File: src/ttfs_pkg.sv
package ttfs_pkg;

  // table geometry
  localparam int TABLE_DEPTH = 32;
  localparam int TAW         = $clog2(TABLE_DEPTH);

  // field widths
  localparam int LEN_W = 6;
  localparam int IDX_W = 5;
  localparam int THR_W = 31;
  localparam int FREQ_W = 32;
  localparam int SMP_W = 32;
  localparam int PST_W = 2;
  localparam int RST_W = 2;

  // stream and config port widths
  localparam int S_DATA_W   = 168;
  localparam int M_DATA_W   = 40;
  localparam int CFG_IDX_W  = 2;
  localparam int CFG_DATA_W = 32;

  // front to back queue
  localparam int QUEUE_DEPTH = 2;
  localparam int QAW         = $clog2(QUEUE_DEPTH);
  localparam int QCW         = $clog2(QUEUE_DEPTH + 1);

  // register indexes
  localparam logic [CFG_IDX_W-1:0] REG_TABLE_LENGTH = 2'd0;
  localparam logic [CFG_IDX_W-1:0] REG_LO_CLAMP     = 2'd1;
  localparam logic [CFG_IDX_W-1:0] REG_HI_CLAMP     = 2'd2;

  // opcodes
  localparam logic OP_EVAL  = 1'b0;
  localparam logic OP_WRITE = 1'b1;

  // profiler status codes
  localparam logic [PST_W-1:0] PS_VALID  = 2'd0;
  localparam logic [PST_W-1:0] PS_IGNORE = 2'd1;

  // result status codes
  localparam logic [RST_W-1:0] ST_OK       = 2'd0;
  localparam logic [RST_W-1:0] ST_RETRY    = 2'd1;
  localparam logic [RST_W-1:0] ST_INVALID  = 2'd2;
  localparam logic [RST_W-1:0] ST_PROFILER = 2'd3;

  typedef enum logic [1:0] {
    K_WRITE = 2'd0,
    K_FIXED = 2'd1,
    K_SCAN  = 2'd2
  } kind_t;

  typedef struct packed {
    kind_t               kind;
    logic [RST_W-1:0]    status;
    logic [IDX_W-1:0]    idx;
    logic [THR_W-1:0]    down;
    logic [THR_W-1:0]    up;
    logic [FREQ_W-1:0]   freq;
    logic [THR_W-1:0]    sample;
    logic [FREQ_W-1:0]   cur;
  } job_t;

  typedef struct packed {
    logic [LEN_W-1:0]  table_length;
    logic [FREQ_W-1:0] lo_clamp;
    logic [FREQ_W-1:0] hi_clamp;
  } cfg_t;

  typedef struct packed {
    logic [THR_W-1:0]  down;
    logic [THR_W-1:0]  up;
    logic [FREQ_W-1:0] freq;
  } entry_t;

  typedef struct packed {
    logic full;
    logic empty;
  } q_stat_t;

endpackage

File: src/throughput_threshold_freq_select.sv
// Threshold-table frequency governor with hysteresis. Load the table first with
// write transfers (tuser high), then program table_length and the optional
// min/max clamps through the config port while the block is idle. Each
// evaluate transfer returns one result: the target frequency and a status
// (ok, retry later, invalid table or throughput, profiler failure); a write
// transfer returns target 0 with status ok. Items that are settled by status
// alone and writes skip the table scan in the back end; an evaluate item with
// a usable sample runs the table scan, which reads one entry per cycle from
// the table memory, then the min and max clamp steps. A two-entry queue sits
// between the classifier and the scan engine, so new transfers are taken
// while a scan runs or a result waits, as long as the queue is not full.
module throughput_threshold_freq_select (
  input  logic                              clk,
  input  logic                              rst,
  // config write port
  input  logic                              cfg_we,
  input  logic [ttfs_pkg::CFG_IDX_W-1:0]    cfg_index,
  input  logic [ttfs_pkg::CFG_DATA_W-1:0]   cfg_data,
  // input stream
  input  logic                              s_tvalid,
  output logic                              s_tready,
  // entry_index, entry_down, entry_up, entry_freq, throughput_sample,
  // current_freq, profile_status (lowest bits first), zero pad to 168
  input  logic [ttfs_pkg::S_DATA_W-1:0]     s_tdata,
  // opcode
  input  logic                              s_tuser,
  // result stream
  output logic                              m_tvalid,
  input  logic                              m_tready,
  // target_freq, result_status (lowest bits first), zero pad to 40
  output logic [ttfs_pkg::M_DATA_W-1:0]     m_tdata
);
  import ttfs_pkg::*;

  cfg_t    cfg;
  job_t    in_job;
  job_t    q_job;
  q_stat_t q_stat;
  logic    push;
  logic    pop;

  // front end: config registers and item classification
  ttfs_front u_front (
    .clk       (clk),
    .rst       (rst),
    .cfg_we    (cfg_we),
    .cfg_index (cfg_index),
    .cfg_data  (cfg_data),
    .s_tvalid  (s_tvalid),
    .s_tready  (s_tready),
    .s_tdata   (s_tdata),
    .s_tuser   (s_tuser),
    .q_stat    (q_stat),
    .push      (push),
    .job       (in_job),
    .cfg       (cfg)
  );

  // decoupling queue between classification and the scan engine
  ttfs_queue u_queue (
    .clk  (clk),
    .rst  (rst),
    .push (push),
    .din  (in_job),
    .pop  (pop),
    .dout (q_job),
    .stat (q_stat)
  );

  // back end: table memory, scan sequencer, clamps and output register
  ttfs_back u_back (
    .clk      (clk),
    .rst      (rst),
    .cfg      (cfg),
    .q_stat   (q_stat),
    .job      (q_job),
    .pop      (pop),
    .m_tvalid (m_tvalid),
    .m_tready (m_tready),
    .m_tdata  (m_tdata)
  );

endmodule

File: src/ttfs_front.sv
module ttfs_front (
  input  logic                                clk,
  input  logic                                rst,
  input  logic                                cfg_we,
  input  logic [ttfs_pkg::CFG_IDX_W-1:0]      cfg_index,
  input  logic [ttfs_pkg::CFG_DATA_W-1:0]     cfg_data,
  input  logic                                s_tvalid,
  output logic                                s_tready,
  input  logic [ttfs_pkg::S_DATA_W-1:0]       s_tdata,
  input  logic                                s_tuser,
  input  ttfs_pkg::q_stat_t                   q_stat,
  output logic                                push,
  output ttfs_pkg::job_t                      job,
  output ttfs_pkg::cfg_t                      cfg
);
  import ttfs_pkg::*;

  localparam int OFF_IDX  = 0;
  localparam int OFF_DOWN = OFF_IDX + IDX_W;
  localparam int OFF_UP   = OFF_DOWN + THR_W;
  localparam int OFF_FREQ = OFF_UP + THR_W;
  localparam int OFF_SMP  = OFF_FREQ + FREQ_W;
  localparam int OFF_CUR  = OFF_SMP + SMP_W;
  localparam int OFF_PST  = OFF_CUR + FREQ_W;

  logic [SMP_W-1:0] smp;
  logic [PST_W-1:0] prof;
  logic             len_ok;

  // configuration registers
  always_ff @(posedge clk) begin
    if (rst) begin
      cfg.table_length <= '0;
      cfg.lo_clamp     <= '0;
      cfg.hi_clamp     <= '0;
    end else if (cfg_we) begin
      case (cfg_index)
        REG_TABLE_LENGTH: cfg.table_length <= cfg_data[LEN_W-1:0];
        REG_LO_CLAMP:     cfg.lo_clamp     <= cfg_data[FREQ_W-1:0];
        REG_HI_CLAMP:     cfg.hi_clamp     <= cfg_data[FREQ_W-1:0];
        default: ;
      endcase
    end
  end

  assign s_tready = !q_stat.full;
  assign push     = s_tvalid && s_tready;

  assign smp    = s_tdata[OFF_SMP +: SMP_W];
  assign prof   = s_tdata[OFF_PST +: PST_W];
  assign len_ok = (cfg.table_length >= LEN_W'(2)) &&
                  (32'(cfg.table_length) <= TABLE_DEPTH);

  // classify: writes, items answered from status alone, and table scans
  always_comb begin
    job.idx    = s_tdata[OFF_IDX +: IDX_W];
    job.down   = s_tdata[OFF_DOWN +: THR_W];
    job.up     = s_tdata[OFF_UP +: THR_W];
    job.freq   = s_tdata[OFF_FREQ +: FREQ_W];
    job.sample = smp[THR_W-1:0];
    job.cur    = s_tdata[OFF_CUR +: FREQ_W];
    job.kind   = K_FIXED;
    job.status = ST_OK;
    if (s_tuser == OP_WRITE) begin
      job.kind = K_WRITE;
    end else if (!len_ok) begin
      job.status = ST_INVALID;
    end else if (prof == PS_IGNORE) begin
      job.status = ST_OK;
    end else if (prof != PS_VALID) begin
      job.status = ST_PROFILER;
    end else if (smp == '1) begin
      job.status = ST_RETRY;
    end else if (smp[SMP_W-1]) begin
      job.status = ST_INVALID;
    end else begin
      job.kind = K_SCAN;
    end
  end

endmodule

File: src/ttfs_queue.sv
module ttfs_queue (
  input  logic              clk,
  input  logic              rst,
  input  logic              push,
  input  ttfs_pkg::job_t    din,
  input  logic              pop,
  output ttfs_pkg::job_t    dout,
  output ttfs_pkg::q_stat_t stat
);
  import ttfs_pkg::*;

  job_t             slots [QUEUE_DEPTH];
  logic [QAW-1:0]   wp;
  logic [QAW-1:0]   rp;
  logic [QCW-1:0]   count;

  assign stat.full  = (count == QCW'(QUEUE_DEPTH));
  assign stat.empty = (count == '0);
  assign dout       = slots[rp];

  always_ff @(posedge clk) begin
    if (push) begin
      slots[wp] <= din;
    end
  end

  always_ff @(posedge clk) begin
    if (rst) begin
      wp    <= '0;
      rp    <= '0;
      count <= '0;
    end else begin
      if (push) begin
        wp <= (wp == QAW'(QUEUE_DEPTH - 1)) ? '0 : wp + QAW'(1);
      end
      if (pop) begin
        rp <= (rp == QAW'(QUEUE_DEPTH - 1)) ? '0 : rp + QAW'(1);
      end
      if (push && !pop) begin
        count <= count + QCW'(1);
      end else if (pop && !push) begin
        count <= count - QCW'(1);
      end
    end
  end

endmodule

File: src/ttfs_back.sv
module ttfs_back (
  input  logic                          clk,
  input  logic                          rst,
  input  ttfs_pkg::cfg_t                cfg,
  input  ttfs_pkg::q_stat_t             q_stat,
  input  ttfs_pkg::job_t                job,
  output logic                          pop,
  output logic                          m_tvalid,
  input  logic                          m_tready,
  output logic [ttfs_pkg::M_DATA_W-1:0] m_tdata
);
  import ttfs_pkg::*;

  typedef enum logic [4:0] {
    S_IDLE = 5'b00001,
    S_SCAN = 5'b00010,
    S_MIN  = 5'b00100,
    S_MAX  = 5'b01000,
    S_OUT  = 5'b10000
  } state_t;

  state_t            state;
  job_t              item;
  entry_t            tbl [TABLE_DEPTH];
  entry_t            rd_data;
  entry_t            prev;
  entry_t            wr_entry;
  logic              mem_we;
  logic              rd_en;
  logic [LEN_W-1:0]  ra;
  logic [LEN_W-1:0]  dk;
  logic              dv;
  logic              lo_hit;
  logic              hi_hit;
  logic              found;
  logic [FREQ_W-1:0] lres;
  logic [FREQ_W-1:0] f0;
  logic [FREQ_W-1:0] flast;
  logic [FREQ_W-1:0] res;
  logic [FREQ_W-1:0] base;
  logic [RST_W-1:0]  rstat;
  logic              band;
  logic              gap;
  logic              keep;
  logic              last;
  logic              out_free;

  assign out_free = !m_tvalid || m_tready;
  assign pop      = (state == S_IDLE) && !q_stat.empty;
  assign mem_we   = pop && (job.kind == K_WRITE) && (32'(job.idx) < TABLE_DEPTH);
  assign rd_en    = (state == S_SCAN) && (ra < cfg.table_length);

  assign wr_entry.down = job.down;
  assign wr_entry.up   = job.up;
  assign wr_entry.freq = job.freq;

  // table memory, one write and one registered read per cycle
  always_ff @(posedge clk) begin
    if (mem_we) begin
      tbl[TAW'(job.idx)] <= wr_entry;
    end
    if (rd_en) begin
      rd_data <= tbl[ra[TAW-1:0]];
    end
  end

  // band and gap tests between the previous entry and the one just read
  assign band = (item.sample >= prev.down) && (item.sample <= prev.up);
  assign gap  = (item.sample > prev.up) && (item.sample < rd_data.down);
  assign keep = (item.cur == prev.freq) || (item.cur == rd_data.freq);
  assign last = (dk == cfg.table_length - LEN_W'(1));

  always_comb begin
    if (lo_hit) begin
      base = f0;
    end else if (hi_hit) begin
      base = flast;
    end else if (found) begin
      base = lres;
    end else begin
      base = item.cur;
    end
  end

  always_ff @(posedge clk) begin
    if (rst) begin
      state    <= S_IDLE;
      dv       <= 1'b0;
      m_tvalid <= 1'b0;
      ra       <= '0;
      dk       <= '0;
    end else begin
      dv <= rd_en;
      if (rd_en) begin
        dk <= ra;
        ra <= ra + LEN_W'(1);
      end
      if (m_tvalid && m_tready && (state != S_OUT)) begin
        m_tvalid <= 1'b0;
      end
      case (state)
        S_IDLE: begin
          if (pop) begin
            ra    <= '0;
            state <= (job.kind == K_SCAN) ? S_SCAN : S_OUT;
          end
        end
        S_SCAN: begin
          if (dv && last) begin
            state <= S_MIN;
          end
        end
        S_MIN: state <= S_MAX;
        S_MAX: state <= S_OUT;
        S_OUT: begin
          if (out_free) begin
            m_tvalid <= 1'b1;
            state    <= S_IDLE;
          end
        end
        default: state <= S_IDLE;
      endcase
    end
  end

  always_ff @(posedge clk) begin
    if (pop) begin
      item   <= job;
      found  <= 1'b0;
      lo_hit <= 1'b0;
      hi_hit <= 1'b0;
      res    <= (job.kind == K_WRITE) ? '0 : job.cur;
      rstat  <= job.status;
    end
    if (state == S_SCAN && dv) begin
      prev <= rd_data;
      if (dk == '0) begin
        lo_hit <= (item.sample < rd_data.down);
        f0     <= rd_data.freq;
      end else if (!found && (band || gap)) begin
        found <= 1'b1;
        lres  <= band ? (keep ? item.cur : prev.freq) : rd_data.freq;
      end
      if (last) begin
        hi_hit <= (item.sample > prev.up);
        flast  <= rd_data.freq;
      end
    end
    if (state == S_MIN) begin
      res <= (cfg.lo_clamp != '0 && base < cfg.lo_clamp) ? cfg.lo_clamp : base;
    end
    if (state == S_MAX) begin
      res <= (cfg.hi_clamp != '0 && res > cfg.hi_clamp) ? cfg.hi_clamp : res;
    end
    if (state == S_OUT && out_free) begin
      m_tdata <= {{(M_DATA_W - FREQ_W - RST_W){1'b0}}, rstat, res};
    end
  end

endmodule
File: config.mk
export PLATFORM = sky130hd
export DESIGN_NAME = throughput_threshold_freq_select
export DESIGN_NICKNAME = d
export VERILOG_FILES = /design/src/ttfs_pkg.sv /design/src/throughput_threshold_freq_select.sv /design/src/ttfs_front.sv /design/src/ttfs_queue.sv /design/src/ttfs_back.sv
export SDC_FILE = /design/constraint.sdc
export NUM_CORES = 2
export LEC_CHECK = 0
export BUFFER_PORTS_ARGS = -buffer_cell sky130_fd_sc_hd__clkbuf_2
export CORE_MARGIN = 1
export CORE_UTILIZATION = 55
export DETAILED_ROUTE_END_ITERATION = 12
export MAX_ROUTING_LAYER = met4
export PLACE_DENSITY = 0.8
export SKIP_LAST_GASP = 1
export SYNTH_ARGS = -nofsm -noshare
export SYNTH_HDL_FRONTEND = slang
export SYNTH_SLANG_ARGS = --single-unit
File: constraint.sdc
create_clock -name clk -period 11.5 [get_ports clk]
set_input_delay 0.575 -clock clk [delete_from_list [all_inputs] [get_ports clk]]
set_output_delay 0.575 -clock clk [all_outputs]
set_load 0.005 [all_outputs]
# Yosys cells after proc, flatten, opt, wreduce, memory -nomap -nowiden

Memory sizes are Yosys's and may differ from the RTL's. A register that Yosys moved wholly into a read port is not among the register bits.
Cells that the tools add are included.

$lt $le $gt $ge: 9
$add $sub $neg: 6
Equal/unequal tests: 19
Reductions and logical operators: 43
Mux-type cells: 54
Bitwise gates (word level): 1

Operators by type and width:

| operator                                             | count |
|---|---|
| two-way mux 32 bit                                   | 11 |
| == test 32 bit                                       | 2 |
| nonzero test 32 bit                                  | 2 |
| == test 32 bit (second input constant)               | 1 |
| greater-than comparator 32 bit                       | 1 |
| less-than comparator 32 bit                          | 1 |
| >= comparator 31 bit                                 | 1 |
| greater-than comparator 31 bit                       | 1 |
| <= comparator 31 bit                                 | 1 |
| less-than comparator 31 bit                          | 1 |
| two-way mux 2 bit                                    | 14 |
| one-hot mux 5 bit (5 select lines)                   | 1 |
| two-way mux 1 bit                                    | 21 |
| two-way mux 5 bit                                    | 4 |
| two-way mux 6 bit                                    | 3 |
| logical AND 1 bit                                    | 17 |
| AND reduction 2 bit                                  | 6 |
| adder 6 x 1 -> 6 bit (second input constant)         | 1 |
| == test 2 bit (second input constant)                | 3 |
| == test 6 bit                                        | 1 |
| >= comparator 6 x 2 -> 1 bit (second input constant) | 1 |
| <= comparator 6 bit (second input constant)          | 1 |
| zero test 1 bit                                      | 6 |
| zero test 2 bit                                      | 3 |
| 20 further kinds                                     | 28 |

Memories: 2
Output and inout bits: 42
Word-level logic and storage cells: 159
Input port bits: 208
Bits in registers: 417
Bits in writable memories: 3340

Memories:

| memory        | words | bits a word | rd ports | clocked after memory_dff | write ports | RTL line         | RTL |
|---|---|---|---|---|---|---|---|
| u_back.tbl    | 32    | 94          | 1        | 1                        | 1           | ttfs_back.sv:24  | `entry_t tbl [TABLE_DEPTH];` |
| u_queue.slots | 2     | 166         | 1        | 1                        | 1           | ttfs_queue.sv:12 | `job_t slots [QUEUE_DEPTH];` |

# Longest topological paths before layout

Depth after elaboration: 8
Gate-level depth with buffers: 16
Mapped depth without buffers: 11

# Modules after synthesis

From an unflattened synthesis, not the netlist that was laid out.

Cell total of the unflattened synthesis: 7027
Area total of the unflattened synthesis: 151724.3 µm²

By module, submodules not included:

| module     | cells each | sequential area each (µm²) | times used | area an instance (µm²) |
|---|---|---|---|---|
| ttfs_back  | 6001       | 103229.0                   | 1          | 135601.3 |
| ttfs_queue | 538        | 10069.7                    | 1          | 12226.7 |
| ttfs_front | 488        | 1401.3                     | 1          | 3896.2 |

# Worst setup path before layout

OpenSTA, ideal clock, no wires.

Path kind: in2reg
Start: input s_tvalid
End: memory u_queue.slots[0][0] (netlist name) (enable)
Setup slack: 3.256 ns
Buffers on the path: 0
Data arrival time: 7.550 ns
Required time: 10.806 ns
Library setup time: 0.694 ns
Stages on the path: 2
Path through: nand2_1 -> nor2_1

Cells in the longest elaborated chain, start to end: 3

RTL lines:

| what                                    | RTL line                               | RTL |
|---|---|---|
| from (decl)                             | throughput_threshold_freq_select.sv:20 | `input logic s_tvalid,` |
| logical AND 1 bit                       | ttfs_front.sv:47                       | `assign push = s_tvalid && s_tready;` |
| two-way mux 1 bit                       | ttfs_queue.sv:22                       | `if (push) begin` |
| two-way mux 1 bit (not written as such) | ttfs_queue.sv:23                       | `slots[wp] <= din;` |
| to (decl)                               | ttfs_queue.sv:12                       |  |

Every way passes these cells.

# Worst setup path in the final report

Start: register u_back.state[1]
End: memory u_back.tbl[13][72] (netlist name) (enable)

Cells in the longest elaborated chain, start to end: 5

RTL lines:

| what                                    | RTL line                               | RTL |
|---|---|---|
| from (decl)                             | ttfs_back.sv:22                        | `state_t state;` |
| from (signal assigned)                  | ttfs_back.sv:105                       | `state <= (job.kind == K_SCAN) ? S_SCAN : S_OUT;` |
| == test 5 x 1 -> 1 bit                  | ttfs_back.sv:49                        | `assign pop = (state == S_IDLE) && !q_stat.empty;` |
| logical AND 1 bit                       | ttfs_back.sv:49                        |  |
| via pop                                 | throughput_threshold_freq_select.sv:40 | `logic pop;` |
| logical AND 1 bit                       | ttfs_back.sv:50                        | `assign mem_we = pop && (job.kind == K_WRITE) && (32'(job.idx) < TABLE_DEPTH);` |
| two-way mux 1 bit                       | ttfs_back.sv:59                        | `if (mem_we) begin` |
| two-way mux 1 bit (not written as such) | ttfs_back.sv:60                        | `tbl[TAW'(job.idx)] <= wr_entry;` |
| to (decl)                               | ttfs_back.sv:24                        |  |

The timed path passes the listed nets, and every way through them passes these cells.

==> metrics.csv <==
stage;metric;value;unit
run_status;status;complete, no violations;
clocking;CTS Sinks;3852;
clocking;Worst-Skew Late Latency;0.97;ns
timing;Slew Limit Fails;0;
critical_path;CP Data Required Time;12.03;ns
synthesis;Mapped Cells;7698;
drt;DRC;0;
final_layout;Fillers;17200;
synthesis;EDFF count, synth;3755;
global_routing;vias in the first global route;82500;
critical_path;critical path type;reg2reg;
clocking;root buffer cell;clkbuf_16;
global_routing;largest net degree at the start of global routing;112;
timing;Worst-Margin Slew;1.38;ns
synthesis;most frequent cells after synthesis;edfxtp_1 (3755), mux4_2 (627), nand2_1 (457), mux2i_1 (428), o221ai_1 (240);
critical_path;crit path DAT;6.22;ns
final_layout;share of post-route cells with drive strength above 1;20.9;%
timing;Slew Limit Headroom;7.68;%
timing;Hold Vio Cnt, Final;0;
die;# rows;191;
global_routing;Total GRT Usage;29.9;%
timing;worst clock skew;0.114;ns
critical_path;crit-path max FO;39;
placement;hpwl dp;204;mm
synthesis;Post-synth ARST share;0;%
clocking;CTS tree;built;
job;max-cap viol count;0;
drt;Vias;83100;
power;LEAKAGE;52.6;nW
synthesis;yosys warns;0;
min_path;HP Class;in2reg;
drt;WL final;407;mm
global_routing;initial antenna violation count;26;
synthesis;synthesized area per cell;19.6;µm²
drt;DR vias/cell;6.84;
timing;final setup TNS;0;ns
timing;setup ws final;5.81;ns
clocking;H-tree levels;5;
drt;wire per inst;33.5;µm
synthesis;sequential fraction of the synthesis area;76.1;%
drt;Post-DRT Antenna Nets;0;
synthesis;most common cell in the netlist;edfxtp_1;
drt;first-pass iteration count of the detailed router;9;
timing;fin crit period;5.69;ns
final_layout;final net count;8636;
synthesis;Post-Syn Area;151000;µm²
critical_path;critical path startpoint category;register;
placement;routability cong.;0.889;
drt;Starting DRT DRC Count;13100;
timing;period utilization;49.5;%
synthesis;Top FF cell, synth;edfxtp_1;
die;height of the chip;526;µm
die;die width;526;µm
synthesis;dominant cell type by area after synthesis;edfxtp_1;
global_routing;first-pass GRT wire length;577;mm
synthesis;Synth area leaders;edfxtp_1 (75%), mux4_2 (9.4%), mux2i_1 (2.8%), o221ai_1 (1.4%), mux2_2 (1.4%);
clocking;Setup Fix Bufs, Post-CTS;0;
synthesis;Synth cell types;69;
die;core area;272000;µm²
timing;Final setup viols;0;
placement;port buffer count;240;
placement;pre-CTS setup slack;5.92;ns
power;pwr dens;192;nW/µm²
die;Initial Utilization;55.5;%
clocking;clock-pin slew on the worst setup and hold paths;0.06;ns
power;Max IR drop VDD;0.178;mV
critical_path;CP Capture Type;register;
clocking;CTS buffer count;379;
timing;RSZ-0062 raised after global routing;false;
global_routing;grt total ovfl;0;
final_layout;Layout area overhead;13.0;%
synthesis;register bit total from synthesis;3852;
die;die area;276000;µm²
timing;fmax;176;MHz
synthesis;post-synth top area share;74.8;%
clocking;CTS max path bufs;4;
die;I/O pin count;250;
[power by group]
group	switching, mW	internal, mW	total [mW]	leakage [nW]
Combinational	2.25	0.844	3.10	12.0
Clock	5.34	6.99	12.3	5.95
Sequential	0.316	16.9	17.3	34.7
Total	7.91	24.8	32.7	52.6
[metrics by stage]
stage / instances / util [%] / hold WS, ns / instance area [µm²] / power (mW)
global placement: 11300 / 57.5 / 0.414 / 156000 / 20.3
CTS: 12100 / 62.7 / 0.00128 / 170000 / 32.6
floorplan: 7703 / - / 0.400 / 151000 / 19.3
global route: 12200 / 62.7 / 0.0222 / 170000 / 33.4
detailed placement: 11300 / 57.5 / 0.407 / 156000 / 20.4
finish: 12200 / 62.7 / 0.0340 / 170000 / 32.7
[kinds of logic (layout without fill, tap and decap cells)]
group | count (synthesis) | count (layout) | synth area share, %
xor+xnor | 75 | 75 | 0.436
fa+ha+maj | 164 | 164 | 1.36
flops | 3852 | 3852 | 76.1
simple gates | 899 | 899 | 2.81
compound gates | 888 | 888 | 4.03
mux | 1239 | 1239 | 13.6
other cells | 1 | 24 | 0.00249
buf+inv | 580 | 1446 | 1.70
[repair_timing]
action	CTS	global route
hold buffers	187	0
resized for setup	0	0
hold endpoints to repair	374	0
[area by class of cell]
| class | count | area, µm² | area share [%] |
|---|---|---|---|
| clock buffer | 472 | 9980 | 5.86 |
| clock inverter | 214 | 2220 | 1.30 |
| timing repair buffer | 582 | 4390 | 2.57 |
| tap | 3570 | 4470 | 2.62 |
| multi-input combinational | 3271 | 33900 | 19.9 |
| inverter | 178 | 679 | 0.399 |
| antenna | 18 | 45.0 | 0.0264 |
| sequential | 3852 | 115000 | 67.3 |
[cell usage in the layout (no fill, tap or decap), types with 175 or more instances in the layout]
cell	instances
mux4_2	627
clkbuf_2	240
clkbuf_16	385
mux2_2	184
nand2_1	456
inv_1	175
mux2i_1	428
o221ai_1	240
dlygate4sd3_1	187
edfxtp_1	3755
a21oi_1	218
[worst paths after layout]
check	depth (start not counted)	end	slack (ns)	start
setup / recovery	9	u_back.tbl[13][72]$_DFFE_PP_	5.81	u_back.state[1]$_SDFFE_PP0P_
hold / removal	3	u_front.cfg[5]$_SDFFE_PP0P_	0.03	cfg_data[5]
setup reg to reg	9	u_back.tbl[13][72]$_DFFE_PP_	5.81	u_back.state[1]$_SDFFE_PP0P_
hold reg to reg	0	u_back.prev[53]$_DFFE_PP_	0.42	u_back.rd_data[53]$_DFFE_PP_
[flip-flops by register name, summed over array words and instances, names as in the netlist, 2 cells and up, named ones only]
signal,count
u_back.res,32
u_back.rstat,2
u_back.item,63
u_back.f0,32
u_front.cfg,70
u_queue.count,2
u_back.flast,32
u_back.m_tdata,34
u_back.ra,6
u_back.state,5
u_back.dk,6
u_back.tbl,3008
u_back.lres,32
u_queue.slots,332
u_back.prev,94
u_back.rd_data,94
[worst max-delay path, cell delays in order, from the launching register on]
cell and delay, ns:
dfxtp_1 0.36, nor2_1 0.17, and3_1 0.23, o21ai_1 0.27
clkinv_2 0.46, and2_1 0.42, nand2_1 0.55, nor2_4 1.01
buf_4 0.86, buf_4 0.87
[routing by layer]
layer / track usage, % / part of all wire [%] / routed length [µm] / up-vias
met5: - / 0 / 0 / -
met1: 38.0 / 35 / 141000 / 42000
met4: 14.5 / 5.5 / 22500 / 0
li1: - / - / - / 32700
met2: 46.7 / 48 / 194000 / 7145
met3: 5.77 / 12 / 49300 / 1367
No activity file was read; power rests on OpenSTA's default activity.
